## src/hw/rtl/sha1_stream_hasher_defines.svh

```systemverilog
// ----------------------------------------------------------------------------
// SHA-1 stream hasher assertion macros
// Shared assertion macros for the hasher RTL, removed when ASSERT_OFF is set.
// ----------------------------------------------------------------------------
`ifndef SHA1_STREAM_HASHER_DEFINES_SVH
`define SHA1_STREAM_HASHER_DEFINES_SVH

`ifndef ASSERT_OFF

`define ASSERT_ALWAYS(lbl, clk, rst, expr) \
  lbl: assert property (@(posedge clk) disable iff (rst) (expr)) \
    else $error("invariant check failed");

`define ASSERT_IMPLY(lbl, clk, rst, ante, cons) \
  lbl: assert property (@(posedge clk) disable iff (rst) (ante) |-> (cons)) \
    else $error("implication check failed");

`define ASSERT_NEXT(lbl, clk, rst, ante, cons) \
  lbl: assert property (@(posedge clk) disable iff (rst) (ante) |=> (cons)) \
    else $error("next-cycle check failed");

`else

`define ASSERT_ALWAYS(lbl, clk, rst, expr)
`define ASSERT_IMPLY(lbl, clk, rst, ante, cons)
`define ASSERT_NEXT(lbl, clk, rst, ante, cons)

`endif

`endif

```

## src/hw/rtl/sha1sh_pkg.sv

```systemverilog
// ----------------------------------------------------------------------------
// SHA-1 stream hasher package
// Payload types, sequencer states, SHA-1 constants and helper functions.
// ----------------------------------------------------------------------------
`default_nettype none

package sha1sh_pkg;

  localparam int unsigned ROUNDS = 80;

  localparam logic [31:0] IV0 = 32'h67452301;
  localparam logic [31:0] IV1 = 32'hefcdab89;
  localparam logic [31:0] IV2 = 32'h98badcfe;
  localparam logic [31:0] IV3 = 32'h10325476;
  localparam logic [31:0] IV4 = 32'hc3d2e1f0;

  localparam logic [31:0] K0 = 32'h5a827999;
  localparam logic [31:0] K1 = 32'h6ed9eba1;
  localparam logic [31:0] K2 = 32'h8f1bbcdc;
  localparam logic [31:0] K3 = 32'hca62c1d6;

  localparam logic [7:0]  PAD_BYTE   = 8'h80;
  localparam logic [2:0]  FULL_BYTES = 3'd4;

  typedef struct packed {
    logic [31:0] message_word;
    logic [2:0]  valid_bytes;
    logic        end_of_message;
  } msg_item_t;

  typedef struct packed {
    logic [31:0] digest_word;
    logic [2:0]  word_index;
    logic        last_word;
  } dig_item_t;

  typedef enum logic [2:0] {
    S_IN,
    S_PAD,
    S_PRE,
    S_ROUND,
    S_ADD,
    S_DONE
  } state_t;

  function automatic logic [31:0] iv_word(input logic [2:0] idx);
    logic [31:0] v;
    case (idx)
      3'd0:    v = IV0;
      3'd1:    v = IV1;
      3'd2:    v = IV2;
      3'd3:    v = IV3;
      default: v = IV4;
    endcase
    return v;
  endfunction

  function automatic logic [31:0] round_k(input logic [6:0] t);
    logic [31:0] k;
    if (t < 7'd20) begin
      k = K0;
    end else if (t < 7'd40) begin
      k = K1;
    end else if (t < 7'd60) begin
      k = K2;
    end else begin
      k = K3;
    end
    return k;
  endfunction

  // Keeps the leading valid bytes of a short final word and appends the pad byte.
  function automatic logic [31:0] pad_word(input logic [31:0] w, input logic [2:0] nb);
    logic [31:0] r;
    case (nb)
      3'd1:    r = {w[31:24], PAD_BYTE, 16'h0000};
      3'd2:    r = {w[31:16], PAD_BYTE, 8'h00};
      3'd3:    r = {w[31:8], PAD_BYTE};
      default: r = {PAD_BYTE, 24'h000000};
    endcase
    return r;
  endfunction

endpackage

`default_nettype wire

```

## src/hw/rtl/sha1_stream_hasher.sv

```systemverilog
// ----------------------------------------------------------------------------
// SHA-1 stream hasher
// Streaming SHA-1 digest over big-endian message words with built-in padding.
// ----------------------------------------------------------------------------
// Words are written into the block buffer at one per cycle while the hasher
// is taking input. The sixteenth word of a block starts a compression: one
// schedule prefetch, 80 rounds at one per cycle, and one chaining add; no new
// words are taken until it ends, so the single round unit and the registered
// reads of the schedule memories set the sustained rate. The final word is
// followed by the padding words, one or two compressions, and a hand-off of
// the digest to the output buffer; the five digest words then leave one per
// transfer while the next message is already being taken in.
`default_nettype none

`include "sha1_stream_hasher_defines.svh"

module sha1_stream_hasher
  import sha1sh_pkg::*;
(
  input  wire            clk,
  input  wire            rst,
  input  wire            msg_valid,
  output logic           msg_ready,
  input  wire msg_item_t msg_item,
  output logic           dig_valid,
  input  wire            dig_ready,
  output dig_item_t      dig_item
);

  state_t      state;
  state_t      state_next;

  logic [3:0]  wpos;
  logic [6:0]  rnd;
  logic [63:0] bitcnt;
  logic        pad_active;
  logic        pad_marker;
  logic        pad_len;
  logic        final_blk;

  logic [31:0] cv [5];
  logic [31:0] wr [5];

  logic [31:0] mem_a [16];
  logic [31:0] mem_b [16];
  logic [31:0] rd_a0;
  logic [31:0] rd_a1;
  logic [31:0] rd_b0;
  logic [31:0] rd_b1;

  logic [31:0] obuf [5];
  logic [2:0]  oidx;
  logic        obusy;

  logic        accept;
  logic [2:0]  nb;
  logic        mem_we;
  logic [3:0]  mem_wa;
  logic [31:0] mem_wd;
  logic [3:0]  tr;
  logic [31:0] pad_data;
  logic [31:0] sched_x;
  logic [31:0] w_cur;
  logic [31:0] f_val;
  logic [31:0] tmp;

  assign accept = msg_valid && msg_ready;
  assign nb = (!msg_item.end_of_message || msg_item.valid_bytes > FULL_BYTES) ?
              FULL_BYTES : msg_item.valid_bytes;

  always_comb begin
    if (pad_marker) begin
      pad_data = {PAD_BYTE, 24'h000000};
    end else if (pad_len) begin
      pad_data = bitcnt[31:0];
    end else if (wpos == 4'd14) begin
      pad_data = bitcnt[63:32];
    end else begin
      pad_data = 32'h0;
    end
  end

  assign tr      = (state == S_PRE) ? 4'd0 : rnd[3:0] + 4'd1;
  assign sched_x = rd_a0 ^ rd_a1 ^ rd_b0 ^ rd_b1;
  assign w_cur   = (rnd < 7'd16) ? rd_b1 : {sched_x[30:0], sched_x[31]};

  always_comb begin
    if (rnd < 7'd20) begin
      f_val = (wr[1] & wr[2]) | (~wr[1] & wr[3]);
    end else if (rnd < 7'd40 || rnd >= 7'd60) begin
      f_val = wr[1] ^ wr[2] ^ wr[3];
    end else begin
      f_val = (wr[1] & wr[2]) | (wr[1] & wr[3]) | (wr[2] & wr[3]);
    end
  end

  assign tmp = {wr[0][26:0], wr[0][31:27]} + f_val + wr[4] + w_cur + round_k(rnd);

  always_ff @(posedge clk) begin
    if (rst) begin
      state <= S_IN;
    end else begin
      state <= state_next;
    end
  end

  always_comb begin
    state_next = state;
    unique case (state)
      S_IN: begin
        if (accept) begin
          if (wpos == 4'd15) begin
            state_next = S_PRE;
          end else if (msg_item.end_of_message) begin
            state_next = S_PAD;
          end
        end
      end
      S_PAD: begin
        if (wpos == 4'd15) begin
          state_next = S_PRE;
        end
      end
      S_PRE: begin
        state_next = S_ROUND;
      end
      S_ROUND: begin
        if (rnd == 7'(ROUNDS - 1)) begin
          state_next = S_ADD;
        end
      end
      S_ADD: begin
        if (final_blk) begin
          state_next = S_DONE;
        end else if (pad_active) begin
          state_next = S_PAD;
        end else begin
          state_next = S_IN;
        end
      end
      S_DONE: begin
        if (!obusy) begin
          state_next = S_IN;
        end
      end
      default: begin
        state_next = S_IN;
      end
    endcase
  end

  always_comb begin
    msg_ready = 1'b0;
    mem_we    = 1'b0;
    mem_wa    = wpos;
    mem_wd    = msg_item.message_word;
    unique case (state)
      S_IN: begin
        msg_ready = 1'b1;
        mem_we    = accept;
        if (msg_item.end_of_message && nb != FULL_BYTES) begin
          mem_wd = pad_word(msg_item.message_word, nb);
        end
      end
      S_PAD: begin
        mem_we = 1'b1;
        mem_wd = pad_data;
      end
      S_ROUND: begin
        mem_we = (rnd >= 7'd16);
        mem_wa = rnd[3:0];
        mem_wd = w_cur;
      end
      default: begin
        mem_we = 1'b0;
      end
    endcase
  end

  assign dig_valid            = obusy;
  assign dig_item.digest_word = obuf[0];
  assign dig_item.word_index  = oidx;
  assign dig_item.last_word   = (oidx == 3'd4);

  // Two copies of the schedule give four read ports per round.
  always_ff @(posedge clk) begin
    if (mem_we) begin
      mem_a[mem_wa] <= mem_wd;
      mem_b[mem_wa] <= mem_wd;
    end
    rd_a0 <= mem_a[tr - 4'd3];
    rd_a1 <= mem_a[tr - 4'd8];
    rd_b0 <= mem_b[tr - 4'd14];
    rd_b1 <= mem_b[tr];
  end

  always_ff @(posedge clk) begin
    if (rst) begin
      wpos       <= 4'd0;
      rnd        <= 7'd0;
      bitcnt     <= 64'd0;
      pad_active <= 1'b0;
      pad_marker <= 1'b0;
      pad_len    <= 1'b0;
      final_blk  <= 1'b0;
      obusy      <= 1'b0;
      oidx       <= 3'd0;
      for (int i = 0; i < 5; i++) begin
        cv[i] <= iv_word(3'(i));
        wr[i] <= 32'h0;
      end
    end else begin
      if (obusy && dig_ready) begin
        for (int i = 0; i < 4; i++) begin
          obuf[i] <= obuf[i + 1];
        end
        oidx <= oidx + 3'd1;
        if (oidx == 3'd4) begin
          obusy <= 1'b0;
        end
      end
      case (state)
        S_IN: begin
          if (accept) begin
            wpos   <= wpos + 4'd1;
            bitcnt <= bitcnt + {58'd0, nb, 3'b000};
            if (msg_item.end_of_message) begin
              pad_active <= 1'b1;
              pad_marker <= (nb == FULL_BYTES);
            end
          end
        end
        S_PAD: begin
          wpos <= wpos + 4'd1;
          if (pad_marker) begin
            pad_marker <= 1'b0;
          end else if (pad_len) begin
            final_blk <= 1'b1;
          end else if (wpos == 4'd14) begin
            pad_len <= 1'b1;
          end
        end
        S_PRE: begin
          rnd <= 7'd0;
          for (int i = 0; i < 5; i++) begin
            wr[i] <= cv[i];
          end
        end
        S_ROUND: begin
          wr[0] <= tmp;
          wr[1] <= wr[0];
          wr[2] <= {wr[1][1:0], wr[1][31:2]};
          wr[3] <= wr[2];
          wr[4] <= wr[3];
          rnd   <= (rnd == 7'(ROUNDS - 1)) ? 7'd0 : rnd + 7'd1;
        end
        S_ADD: begin
          for (int i = 0; i < 5; i++) begin
            cv[i] <= cv[i] + wr[i];
          end
        end
        S_DONE: begin
          if (!obusy) begin
            for (int i = 0; i < 5; i++) begin
              obuf[i] <= cv[i];
              cv[i]   <= iv_word(3'(i));
            end
            obusy      <= 1'b1;
            oidx       <= 3'd0;
            bitcnt     <= 64'd0;
            pad_active <= 1'b0;
            pad_marker <= 1'b0;
            pad_len    <= 1'b0;
            final_blk  <= 1'b0;
          end
        end
        default: begin
        end
      endcase
    end
  end

  `ASSERT_IMPLY(a_pre_on_block_edge, clk, rst, state == S_PRE, wpos == 4'd0)
  `ASSERT_NEXT(a_rounds_end_in_add, clk, rst, state == S_ROUND && rnd == 7'(ROUNDS - 1),
               state == S_ADD)
  `ASSERT_IMPLY(a_len_low_at_end, clk, rst, state == S_PAD && pad_len && !pad_marker,
                wpos == 4'd15)
  `ASSERT_NEXT(a_last_word_frees_buffer, clk, rst, dig_valid && dig_ready && dig_item.last_word,
               !dig_valid)

endmodule

`default_nettype wire
```

## config.mk

```make
export PLATFORM = sky130hd
export DESIGN_NAME = sha1_stream_hasher
export DESIGN_NICKNAME = d
export VERILOG_FILES = /design/src/hw/rtl/sha1sh_pkg.sv /design/src/hw/rtl/sha1_stream_hasher.sv
export VERILOG_INCLUDE_DIRS = /design/src /design/src/hw/rtl
export SDC_FILE = /design/constraint.sdc
export NUM_CORES = 2
export LEC_CHECK = 0
export ABC_CLOCK_PERIOD_IN_PS = 10400
export BUFFER_PORTS_ARGS = -buffer_cell sky130_fd_sc_hd__buf_2
export CAP_MARGIN = 0
export CORE_MARGIN = 2
export CORE_UTILIZATION = 50
export DETAILED_ROUTE_END_ITERATION = 6
export PLACE_DENSITY_LB_ADDON = 0.3
export SLEW_MARGIN = 10
export SYNTH_ARGS = -nofsm -noshare
export SYNTH_HDL_FRONTEND = slang
export SYNTH_SLANG_ARGS = --single-unit
```

## constraint.sdc

```tcl
create_clock -name clk -period 10.4 [get_ports clk]
set_input_delay 0 -clock clk [delete_from_list [all_inputs] [get_ports clk]]
set_output_delay 0 -clock clk [all_outputs]
set_load 0.03 [all_outputs]
```

==> impl_metrics.ini <==
[pwr]
cellLeakagePower_nw = 28.0
total_power_mw = 17.9
powerDensity_nw_per_um2 = 237
peakVddDrop_mv = 0.183

[floorplan]
coreArea_um2 = 137000
die_y_um = 375
io_pins = 78
die_x_um = 375
dieArea_um2 = 141000
fp-row-count = 136
start_util_pct = 50.2

[final_layout]
fillers = 11430
drive_gt1_share_pct = 12.0
final_common_cell = nand2_1
area_growth_pct = 9.63
nets = 6799
multi_input_area_um2 = 32600
instances_no_fill = 8307
post-route-util_pct = 55.1
regArea_um2 = 34000
final_cell_mix = nand2_1, edfxtp_1, nand3_1, nor2_1, ha_1

[routing]
final_antenna_net_count = 0
num_vias = 52519
wirelength_um = 203000
routed_via_density = 6.32
drtIter0Drc = 6565
drcViolationCount = 0
wl_per_cell_um = 24.4
dr.pass1.iters = 7

[grt]
grt_pass1_wl_um = 306000
grt_pass1_vias = 49358
grt_overflow = 0
grt_antenna_before_repair = 2
grt_max_degree = 129
use_met2_pct = 43.0
use_met1_pct = 40.4
use_met3_pct = 5.67
top_usage_layer = met2
grt.total_usage_pct = 28.5

[clock_network]
insertion_delay_ns = 0.79
cts_root_buffer = clkbuf_16
cts.sinks = 1203
hold_buffers = 23
clkTransAtPathRegs_ns = 0.06
cts_resized = 0
cts_tree = done
cts_inserted_buffers = 130
post_cts_buffers = 0
cts_max_path_buffers = 3
h-tree-depth = 4

[sta]
period_needed_ns = 7.65
drv_slew = 0
skew_ns = 0.0343
rsz0062_at_grt = false
hold_viol = 0
fin_crit_sh_pct = 73.6
fmax_ghz = 0.131
worstMarginPinSlew_ns = 1.38
setup_violations = 0
slew_headroom_pct = 7.80
fin_ws_ns = 2.75
setup_tns_ns = 0

[critical_path]
crit_type = reg2reg
worst_setup_path_end_kind = register
cp.required_ns = 10.92
cp_max_fo = 32
cp-start-kind = register
cp_data_arrival_time_ns = 8.17

[synth]
syn_inst = 6478
synthFlopType = edfxtp_1
synth_edf_count = 992
synth_nets = 6875
ys_seq_area_share_pct = 49.4
yosysUniqueCellTypes = 80
ys.warnings.count = 0
syn-cell-area_um2 = 68800
yosys-top-cells-area = edfxtp_1, nand2_1, dfxtp_1
synth-seq-cells = 1203
synth_top_cell_area_share_pct = 43.3
syn_avg_cell_area_um2 = 10.6
async_reset_ff_share_pct = 0
synth_largest_area_cell = edfxtp_1

[placement]
post-place-cells = 8041
dpl_worst_slack_ns = 3.02
port_buffers = 77
place.gp.congestion = 0.928
dp_hpwl_um = 129000

[hold_path]
hp-class = in2reg

[flow_run]
maxCapViolCount = 0

[outcome]
status = completed
-- area by class of cell --
| type | instances | share of cell area, % |
|---|---|---|
| clock buffer | 180 | 4.92 |
| timing repair buffer | 192 | 1.75 |
| antenna | 1 | 0.00332 |
| sequential | 1203 | 45.1 |
| clock inverter | 62 | 0.921 |
| multi-input combinational | 4650 | 43.2 |
| inverter | 225 | 1.15 |
| tap | 1794 | 2.98 |
-- flip-flops by register name (all words and copies together), names as in the netlist --
| name | flops |
|---|---|
| state | 3 |
| final_blk | 1 |
| rd_a1 | 32 |
| wr | 160 |
| rnd | 7 |
| oidx | 3 |
| obuf | 160 |
| rd_b1 | 32 |
| bitcnt | 61 |
| rd_b0 | 32 |
| pad_marker | 1 |
| pad_active | 1 |
| cv | 160 |
| rd_a0 | 32 |
| pad_len | 1 |
| mem_b | 512 |
| wpos | 4 |
| dig_valid | 1 |
-- worst max-delay path: stages (launching register included) --
cell and delay [ns]:
dfxtp_1 0.41, o21ai_0 0.19, and2_1 0.58, inv_1 0.46, nand2_1 0.25, buf_4 0.36
nor2_1 0.08, nor2_1 0.16, fa_1 0.44, fa_1 0.51, inv_1 0.05, fa_1 0.56
inv_1 0.07, ha_1 0.27, a21o_1 0.10, a21o_1 0.17, a2111o_1 0.20, a31oi_1 0.17
o32ai_1 0.70, a21oi_1 0.31, o41ai_1 0.75, o31ai_1 0.16, mux2i_1 0.15, a221o_1 0.26
-- power by group --
group          switching [mW]  internal [mW]  leakage, nW
clock network            2.00           2.81         2.17
logic                    3.92           2.57         14.9
registers               0.498           6.08         10.9
-- synthesized netlist by cell type (13+ instances only) --
cell	n
mux2_2	192
dfxtp_1	211
nor3_1	56
and3_1	94
o21ai_0	216
nand2b_1	39
o32ai_1	15
nor2_1	300
edfxtp_1	992
and2_1	18
clkbuf_1	304
a31oi_1	55
fa_1	126
o21a_1	35
a21o_1	66
nand3_1	564
nand2_1	1380
o21bai_1	24
o32a_1	14
xnor2_1	195
a22oi_1	14
a21oi_1	223
mux4_2	160
inv_1	223
o31ai_1	13
xor2_1	110
a22o_1	124
nor2b_1	61
buf_1	50
or3_1	23
ha_1	231
a211oi_1	29
a222oi_1	23
a311oi_1	99
buf_4	32
nand4_1	24
buf_2	13
-- kinds of logic (layout without fill, tap and decap cells) --
logic type | Yosys count | in the layout | synth area share, %
muxes | 363 | 363 | 8.54
DFF | 1203 | 1203 | 49.4
buffers and inverters | 625 | 659 | 3.62
AOI/OAI and AO/OA | 1016 | 1016 | 10.1
other | 0 | 1 | 0
and+or+nand+nor | 2609 | 2609 | 16.6
xor gates and xnor gates | 305 | 305 | 3.88
adders and majority gates | 357 | 357 | 7.87
-- stage by stage --
step / area, um2 / hold slack, ns
2_1_floorplan: 68800 / 0.148
3_3_place_gp: 70800 / 0.290
3_5_place_dp: 70800 / 0.305
4_1_cts: 75400 / 0.0204
5_1_grt: 75400 / 0.0572
6_report: 75400 / 0.0738
-- worst paths after layout --
path                            slack, ns            to  depth (start not counted)  startpoint
worst min register to register       0.47  obuf[0][143]                          0  cv[0][143]
worst max register to register       2.75     wr[0][30]                         23      rnd[2]
worst min-delay path                 0.07       oidx[1]                          4   dig_ready
worst max-delay path                 2.75     wr[0][30]                         23      rnd[2]
-- layer usage --
metal | part of all wire (%) | vias up
met3 | 11 | 467
met5 | 0.0059 | -
met2 | 44 | 2982
li1 | - | 23344
met4 | 4.1 | 2
met1 | 41 | 25724
No activity file was read; power rests on OpenSTA's default activity.
